[src/slbs_pkg.sv]
// Package: types, constants and pattern tables of the status LED blink sequencer.
package slbs_pkg;

  localparam int unsigned StatusW  = 3;
  localparam int unsigned StepW    = 2;
  localparam int unsigned ElapsedW = 12;
  localparam int unsigned CountW   = 3;

  localparam int unsigned NumPatterns = 5;
  localparam int unsigned MaxSteps    = 4;

  localparam logic [StatusW-1:0] StatusBoot   = 3'd0;
  localparam logic [StatusW-1:0] StatusSetup  = 3'd1;
  localparam logic [StatusW-1:0] StatusWifi   = 3'd2;
  localparam logic [StatusW-1:0] StatusOnline = 3'd3;
  localparam logic [StatusW-1:0] StatusOk     = 3'd4;

  typedef struct packed {
    logic [StatusW-1:0]  shown;
    logic [StepW-1:0]    step;
    logic [ElapsedW-1:0] elapsed;
  } slbs_state_t;

  typedef struct packed {
    logic             led_level;
    logic [StepW-1:0] step_now;
  } slbs_result_t;

  function automatic logic [CountW-1:0] pat_count(logic [StatusW-1:0] pat);
    logic [CountW-1:0] n;
    case (pat)
      StatusBoot:   n = 3'd1;
      StatusSetup:  n = 3'd2;
      StatusWifi:   n = 3'd2;
      StatusOnline: n = 3'd4;
      StatusOk:     n = 3'd2;
      default:      n = 3'd1;
    endcase
    return n;
  endfunction

  // Steps actually played, clamped to MaxSteps and to at least 1
  function automatic logic [CountW-1:0] seq_steps(logic [StatusW-1:0] pat);
    logic [CountW-1:0] n;
    n = pat_count(pat);
    if (MaxSteps < 32'(n)) begin
      n = CountW'(MaxSteps);
    end
    if (n == '0) begin
      n = CountW'(1);
    end
    return n;
  endfunction

  function automatic logic pat_level(logic [StatusW-1:0] pat, logic [StepW-1:0] step);
    logic lvl;
    lvl = (step == 2'd0) || ((pat == StatusOnline) && (step == 2'd2));
    return lvl;
  endfunction

  function automatic logic [ElapsedW-1:0] pat_len(logic [StatusW-1:0] pat,
                                                  logic [StepW-1:0] step);
    logic [ElapsedW-1:0] len;
    len = '0;
    case (pat)
      StatusBoot: begin
        if (step == 2'd0) len = 12'd250;
      end
      StatusSetup: begin
        if (step == 2'd0 || step == 2'd1) len = 12'd500;
      end
      StatusWifi: begin
        if (step == 2'd0 || step == 2'd1) len = 12'd100;
      end
      StatusOnline: begin
        case (step)
          2'd0:    len = 12'd80;
          2'd1:    len = 12'd200;
          2'd2:    len = 12'd80;
          default: len = 12'd1600;
        endcase
      end
      StatusOk: begin
        if (step == 2'd0) len = 12'd60;
        else if (step == 2'd1) len = 12'd2940;
      end
      default: len = '0;
    endcase
    return len;
  endfunction

endpackage

[src/slbs_if.sv]
// Interfaces: status request channel and LED result channel.
interface slbs_status_if
  import slbs_pkg::*;
();
  logic               valid;
  logic               ready;
  logic [StatusW-1:0] status;

  modport source (output valid, output status, input ready);
  modport sink (input valid, input status, output ready);
endinterface

interface slbs_led_if
  import slbs_pkg::*;
();
  logic             valid;
  logic             ready;
  logic             led_level;
  logic [StepW-1:0] step_now;

  modport source (output valid, output led_level, output step_now, input ready);
  modport sink (input valid, input led_level, input step_now, output ready);
endinterface

[src/slbs_step_logic.sv]
// Per-tick update: status check, result forming and step advance.
module slbs_step_logic
  import slbs_pkg::*;
(
  input  logic [StatusW-1:0] status_i,
  input  logic               active_low_i,
  input  slbs_state_t        state_i,
  output slbs_state_t        state_o,
  output slbs_result_t       result_o
);

  logic                restart;
  logic [StatusW-1:0]  shown;
  logic [StatusW-1:0]  pat;
  logic [StepW-1:0]    step;
  logic [ElapsedW-1:0] elapsed;
  logic [ElapsedW-1:0] elapsed_inc;
  logic [CountW-1:0]   n_steps;
  logic [CountW-1:0]   step_inc;

  always_comb begin
    restart = (32'(status_i) < NumPatterns) && (status_i != state_i.shown);
    shown   = restart ? status_i : state_i.shown;
    step    = restart ? '0 : state_i.step;
    elapsed = restart ? '0 : state_i.elapsed;

    pat     = (32'(shown) < NumPatterns) ? shown : StatusBoot;
    n_steps = seq_steps(pat);
    if ({1'b0, step} >= n_steps) begin
      step    = '0;
      elapsed = '0;
    end

    result_o.led_level = pat_level(pat, step) ^ active_low_i;
    result_o.step_now  = step;

    elapsed_inc = elapsed + ElapsedW'(1);
    step_inc    = {1'b0, step} + CountW'(1);

    state_o.shown   = shown;
    state_o.step    = step;
    state_o.elapsed = elapsed_inc;
    if (elapsed_inc >= pat_len(pat, step)) begin
      state_o.elapsed = '0;
      state_o.step    = (step_inc >= n_steps) ? '0 : step_inc[StepW-1:0];
    end
  end

endmodule

[src/status_led_blink_sequencer.sv]
// Accepted requests pass the input register, then the result register.
// Throughput: one tick request per cycle while results are taken; a new one is
// still taken into an empty input register while a stalled result waits.
// Reset: asynchronous, active low; shows the boot pattern at step 0 with
// zero elapsed time, active_low cleared, both pipeline stages empty.
module status_led_blink_sequencer
  import slbs_pkg::*;
(
  input  logic                 clk_i,
  input  logic                 rst_ni,
  input  logic                 cfg_we_i,
  input  logic                 cfg_wdata_i,
  slbs_status_if.sink          status_i,
  slbs_led_if.source           led_o
);

  logic               active_low_q;
  logic               in_valid_q;
  logic [StatusW-1:0] status_q;
  logic               in_ready;
  logic               advance;
  logic               out_valid_q;
  slbs_result_t       result_d;
  slbs_result_t       result_q;
  slbs_state_t        state_d;
  slbs_state_t        state_q;

  assign advance        = in_valid_q && (!out_valid_q || led_o.ready);
  assign in_ready       = !in_valid_q || advance;
  assign status_i.ready = in_ready;

  always_ff @(posedge clk_i or negedge rst_ni) begin
    if (!rst_ni) begin
      active_low_q <= 1'b0;
    end else if (cfg_we_i) begin
      active_low_q <= cfg_wdata_i;
    end
  end

  always_ff @(posedge clk_i or negedge rst_ni) begin
    if (!rst_ni) begin
      in_valid_q <= 1'b0;
    end else if (in_ready) begin
      in_valid_q <= status_i.valid;
    end
  end

  always_ff @(posedge clk_i) begin
    if (status_i.valid && in_ready) begin
      status_q <= status_i.status;
    end
  end

  slbs_step_logic u_step_logic (
    .status_i     (status_q),
    .active_low_i (active_low_q),
    .state_i      (state_q),
    .state_o      (state_d),
    .result_o     (result_d)
  );

  always_ff @(posedge clk_i or negedge rst_ni) begin
    if (!rst_ni) begin
      state_q <= '0;
    end else if (advance) begin
      state_q <= state_d;
    end
  end

  always_ff @(posedge clk_i or negedge rst_ni) begin
    if (!rst_ni) begin
      out_valid_q <= 1'b0;
    end else if (advance) begin
      out_valid_q <= 1'b1;
    end else if (led_o.ready) begin
      out_valid_q <= 1'b0;
    end
  end

  always_ff @(posedge clk_i) begin
    if (advance) begin
      result_q <= result_d;
    end
  end

  assign led_o.valid     = out_valid_q;
  assign led_o.led_level = result_q.led_level;
  assign led_o.step_now  = result_q.step_now;

  // State invariants
  assert property (@(posedge clk_i) disable iff (!rst_ni)
    32'(state_q.shown) < NumPatterns)
    else $error("shown status out of range");

  assert property (@(posedge clk_i) disable iff (!rst_ni)
    {1'b0, state_q.step} < seq_steps(state_q.shown))
    else $error("step index beyond pattern length");

  assert property (@(posedge clk_i) disable iff (!rst_ni)
    state_q.elapsed < pat_len(state_q.shown, state_q.step))
    else $error("elapsed time reached step length");

  assert property (@(posedge clk_i) disable iff (!rst_ni)
    (in_valid_q && out_valid_q && !led_o.ready) |=> $stable(state_q))
    else $error("state moved while result stage stalled");

endmodule

[src/flat_wrapper.sv]
// flat-port wrapper written by rule: the top's interface ports become plain ports
module status_led_blink_sequencer_flat import slbs_pkg::*;
  (clk_i, rst_ni, cfg_we_i, cfg_wdata_i, status_i_valid, status_i_status, status_i_ready, led_o_valid, led_o_led_level, led_o_step_now, led_o_ready);
  slbs_status_if status_i_i ();
  slbs_led_if led_o_i ();
  input  logic clk_i;
  input  logic rst_ni;
  input  logic cfg_we_i;
  input  logic cfg_wdata_i;
  input wire logic [$bits(status_i_i.valid)-1:0] status_i_valid;
  input wire logic [$bits(status_i_i.status)-1:0] status_i_status;
  output wire logic [$bits(status_i_i.ready)-1:0] status_i_ready;
  output wire logic [$bits(led_o_i.valid)-1:0] led_o_valid;
  output wire logic [$bits(led_o_i.led_level)-1:0] led_o_led_level;
  output wire logic [$bits(led_o_i.step_now)-1:0] led_o_step_now;
  input wire logic [$bits(led_o_i.ready)-1:0] led_o_ready;
  assign status_i_i.valid = status_i_valid;
  assign status_i_i.status = status_i_status;
  assign status_i_ready = status_i_i.ready;
  assign led_o_valid = led_o_i.valid;
  assign led_o_led_level = led_o_i.led_level;
  assign led_o_step_now = led_o_i.step_now;
  assign led_o_i.ready = led_o_ready;
  status_led_blink_sequencer u_core (.clk_i(clk_i), .rst_ni(rst_ni), .cfg_we_i(cfg_we_i), .cfg_wdata_i(cfg_wdata_i), .status_i(status_i_i), .led_o(led_o_i));
endmodule
[config.mk]
export PLATFORM = sky130hd
export DESIGN_NAME = status_led_blink_sequencer_flat
export DESIGN_NICKNAME = d
export VERILOG_FILES = /design/src/slbs_pkg.sv /design/src/slbs_if.sv /design/src/slbs_step_logic.sv /design/src/status_led_blink_sequencer.sv /design/src/flat_wrapper.sv
export SDC_FILE = /design/constraint.sdc
export NUM_CORES = 1
export LEC_CHECK = 0
export BUFFER_PORTS_ARGS = -buffer_cell sky130_fd_sc_hd__buf_2
export CELL_PAD_IN_SITES_DETAIL_PLACEMENT = 2
export CELL_PAD_IN_SITES_GLOBAL_PLACEMENT = 2
export CORE_MARGIN = 3
export CORE_UTILIZATION = 35
export DETAILED_ROUTE_END_ITERATION = 8
export HOLD_SLACK_MARGIN = 0.03
export MAX_ROUTING_LAYER = met4
export PLACE_DENSITY_LB_ADDON = 0.1
export REMOVE_ABC_BUFFERS = 1
export SKIP_LAST_GASP = 1
export SYNTH_ARGS = -nofsm -noshare
export SYNTH_HDL_FRONTEND = slang
export SYNTH_HIERARCHICAL = 1
export SYNTH_SLANG_ARGS = --single-unit
[constraint.sdc]
create_clock -name clk_i -period 10.3 [get_ports clk_i]
set_input_delay 2.06 -clock clk_i [delete_from_list [all_inputs] [get_ports clk_i]]
set_output_delay 2.06 -clock clk_i [all_outputs]
set_load 0.005 [all_outputs]
==> results.cfg <==
[outcome]
status = finished clean

[place]
numPortBuffers = 13
gp_congestion = 0.855
dp_cells = 302
hpwlAfterDp_microns = 4710

[logic_synthesis]
synth-edff-count = 6
ys_types = 53
synth_xor_area_share_pct = 6.00
synthCells = 219
synth_top_family_by_area = simple AND/OR/NAND/NOR gates
synth_area_sq_um = 2190
synth_fa_ha_area_share_pct = 13.0
syn_avg_cell_area_sq_um = 10.0
synth_compound_area_share_pct = 12.7
synth_mux_area_share_pct = 11.3
synthArstFlopShare_pct = 76.9
ys_seq_area_share_pct = 31.1
synth-simple-area-share_pct = 21.4
yosysWarnings = 6
synth_ff_type = dfrtp_1
ys_seq_elements = 26

[sta]
slew_violations = 0
rsz0062_at_grt = no
worstMarginPinSlew_ps = 565
max_freq_mhz = 186
finalSetupViolations = 0
finClkSkew_ps = 5.60
min_period_ps = 5370
final.period_utilization_pct = 52.2
fin_setup_tns_ps = 0
relSlewSlack_pct = 62.1
hold_violations = 0

[critical_path]
worstPathCellList = nor2_1 > o21ai_2 > inv_2 > and2_1 > a21oi_1 > ha_1 > a21o_1 > nand3_2 > and3_1 > ha_1 > and4_1 > nand3_1 > xor2_1 > nor2_1 > ha_1 > a211o_1 > o211ai_1 > o2111ai_1 > a31o_1 > a311o_1 > mux2_2
crit_type = flip-flop to flip-flop
crit_arrival_ps = 5550
cp.required_ps = 10480
critPathBufInv = 1
cp_slowest_cell = edfxtp_1
worstSetupEndpointType = flip-flop
path_max_fanout = 9
worst_setup_path_start_kind = flip-flop
max_stage_delay_ps = 580
critPathMostFrequentCell = ha_1
critPathTopFamily = compound AO/OA/AOI/OAI gates

[grt]
grt_max_degree = 21
grt_overflow_total = 0
antenna_found_initial = 0
grt_pass1_wl_microns = 10300
groute.layer.met1.usage_pct = 21.1
grt_pass1_vias = 1896
met3_usage_pct = 2.43
busiest_layer = met2
met2_usage_pct = 34.7
grt_use_total_pct = 18.4

[routing]
drtIter0Drc = 41
antenna_left = 0
wire_per_inst_microns = 19.7
vias_per_cell = 5.51
wl_microns = 6020
vias = 1687
drcViolationCount = 0
drtPass1Iterations = 4

[final_layout]
final_layout_size_suffix_gt1_share_pct = 20.8
layout.nets = 263
syn_to_final_growth_pct = 8.00
layout_common_cells = ha_1, dfrtp_1, nor2_1
diodes = 0
final_cells = 306
final_common_cell = ha_1
fillerInstances = 658

[clock_network]
numCtsBuffers = 3
htreeDepth = 1
cts.clk_slew.worst_paths_ps = 100
clockRootBuffer = clkbuf_8
cts_tree = built
cts-resized-gates = 0
ctsHoldBuffers = 0
post_cts_buffers = 0
clk_latency_ps = 280
clkSinkCount = 26
cts_buffer_depth = 2

[floorplan]
start_util_pct = 36.6
fp.dieH_microns = 85.1
die_area_sq_um = 7240
io_pins = 14
placementRows = 28
fp.dieW_microns = 85.1
core_area_sq_um = 5990

[power_and_ir_drop]
p_per_area_nw_per_um2 = 143
leakage_uw = 0.00105
peakVddDrop_v = 0.0000702

[min_path]
holdCritPathClass = flip-flop to flip-flop

[flow_run]
cap_violations = 0
-- final timing paths --
kind	from	endpoint	slack, ps	depth (start not counted)
worst max register to register	u_core/status_q[1]	u_core/state_q[12]	4930	21
worst min register to register	u_core/state_q[11]	u_core/state_q[11]	550	1
worst max-delay path	u_core/status_q[1]	u_core/state_q[12]	4930	21
max in group asynchronous	rst_ni	u_core/state_q[16]	8220	1
min in group asynchronous	rst_ni	u_core/state_q[4]	1730	1
worst min-delay path	u_core/state_q[11]	u_core/state_q[11]	550	1
-- logic make-up (layout without fill, tap and decap cells) --
logic type      after synthesis  after routing
fa+ha+maj                    23             23
flops                        26             26
mux                          19             19
buf+inv                      17             29
xor+xnor                     15             15
compound gates               35             35
simple gates                 84             84
-- worst register-to-register path, cell delays in order, from the launching register on --
cell	delay [ps]
edfxtp_1	580
nor2_1	140
o21ai_2	280
inv_2	110
and2_1	210
a21oi_1	290
ha_1	300
a21o_1	200
nand3_2	150
and3_1	210
ha_1	290
and4_1	260
nand3_1	100
xor2_1	190
nor2_1	60
ha_1	220
a211o_1	270
o211ai_1	80
o2111ai_1	310
a31o_1	410
a311o_1	350
mux2_2	260
-- flip-flops by register name (all words and copies together), names as in the netlist --
register	count
u_core/led_o.valid	1
u_core/active_low_q	1
u_core/state_q	17
u_core/in_valid_q	1
u_core/status_q	3
u_core/led_o.led_level	1
u_core/led_o.step_now	2
-- area by class of cell --
type	instances	area [sq um]	share of cell area (%)
inverter	12	45.0	1.90
clock inverter	1	30.0	1.27
timing repair buffer	13	65.1	2.75
multi-input combinational	176	1410	59.6
tap	75	93.8	3.97
sequential	26	681	28.8
clock buffer	3	41.3	1.75
-- per-layer routing --
layer	vias up	part of all wire, %
met1	850	42
li1	814	-
met5	-	0
met2	19	55
met3	4	1.8
met4	0	0.98
-- synthesized netlist by cell type (2+ instances only) --
| library cell | instances | area share, % |
|---|---|---|
| xor2_1 | 7 | 2.8 |
| nor2b_1 | 2 | 0.57 |
| a211oi_1 | 2 | 0.69 |
| a21o_1 | 2 | 0.69 |
| mux2_2 | 9 | 4.6 |
| o21ai_2 | 2 | 0.80 |
| and3_1 | 3 | 0.86 |
| nand4_1 | 6 | 1.7 |
| nand3_1 | 7 | 1.6 |
| xnor2_1 | 8 | 3.2 |
| nor3_1 | 12 | 2.7 |
| inv_1 | 11 | 1.9 |
| and4_1 | 2 | 0.80 |
| a211o_1 | 2 | 0.80 |
| nand2_1 | 11 | 1.9 |
| nand3b_1 | 3 | 1.0 |
| mux2_4 | 9 | 6.2 |
| buf_6 | 2 | 1.0 |
| ha_1 | 22 | 13 |
| and2_1 | 6 | 1.7 |
| edfxtp_1 | 6 | 8.2 |
| dfrtp_1 | 20 | 23 |
| nor2_1 | 18 | 3.1 |
| o211a_1 | 2 | 0.91 |
| nand2b_1 | 4 | 1.1 |
| a21oi_1 | 14 | 3.2 |
-- per-stage QoR --
step / area, sq um / hold WS (ps) / power (uW) / util (%) / setup WS (ps)
2_1_floorplan: 2140 / 493 / 213 / - / 5740
3_3_place_gp: 2290 / 507 / 242 / 38.3 / 5280
3_5_place_dp: 2290 / 533 / 252 / 38.3 / 5040
4_1_cts: 2370 / 557 / 344 / 39.5 / 4970
5_1_grt: 2370 / 583 / 363 / 39.5 / 4480
6_report: 2370 / 550 / 338 / 39.5 / 4930
-- report_power, final --
| part | switching (uW) | internal (uW) | leakage [uW] |
|---|---|---|---|
| Clock | 36.8 | 52.1 | 0.0000357 |
| Combinational | 71.5 | 46.0 | 0.000692 |
| Sequential | 16.6 | 115 | 0.000319 |
Power figures use the tool's default switching activity.
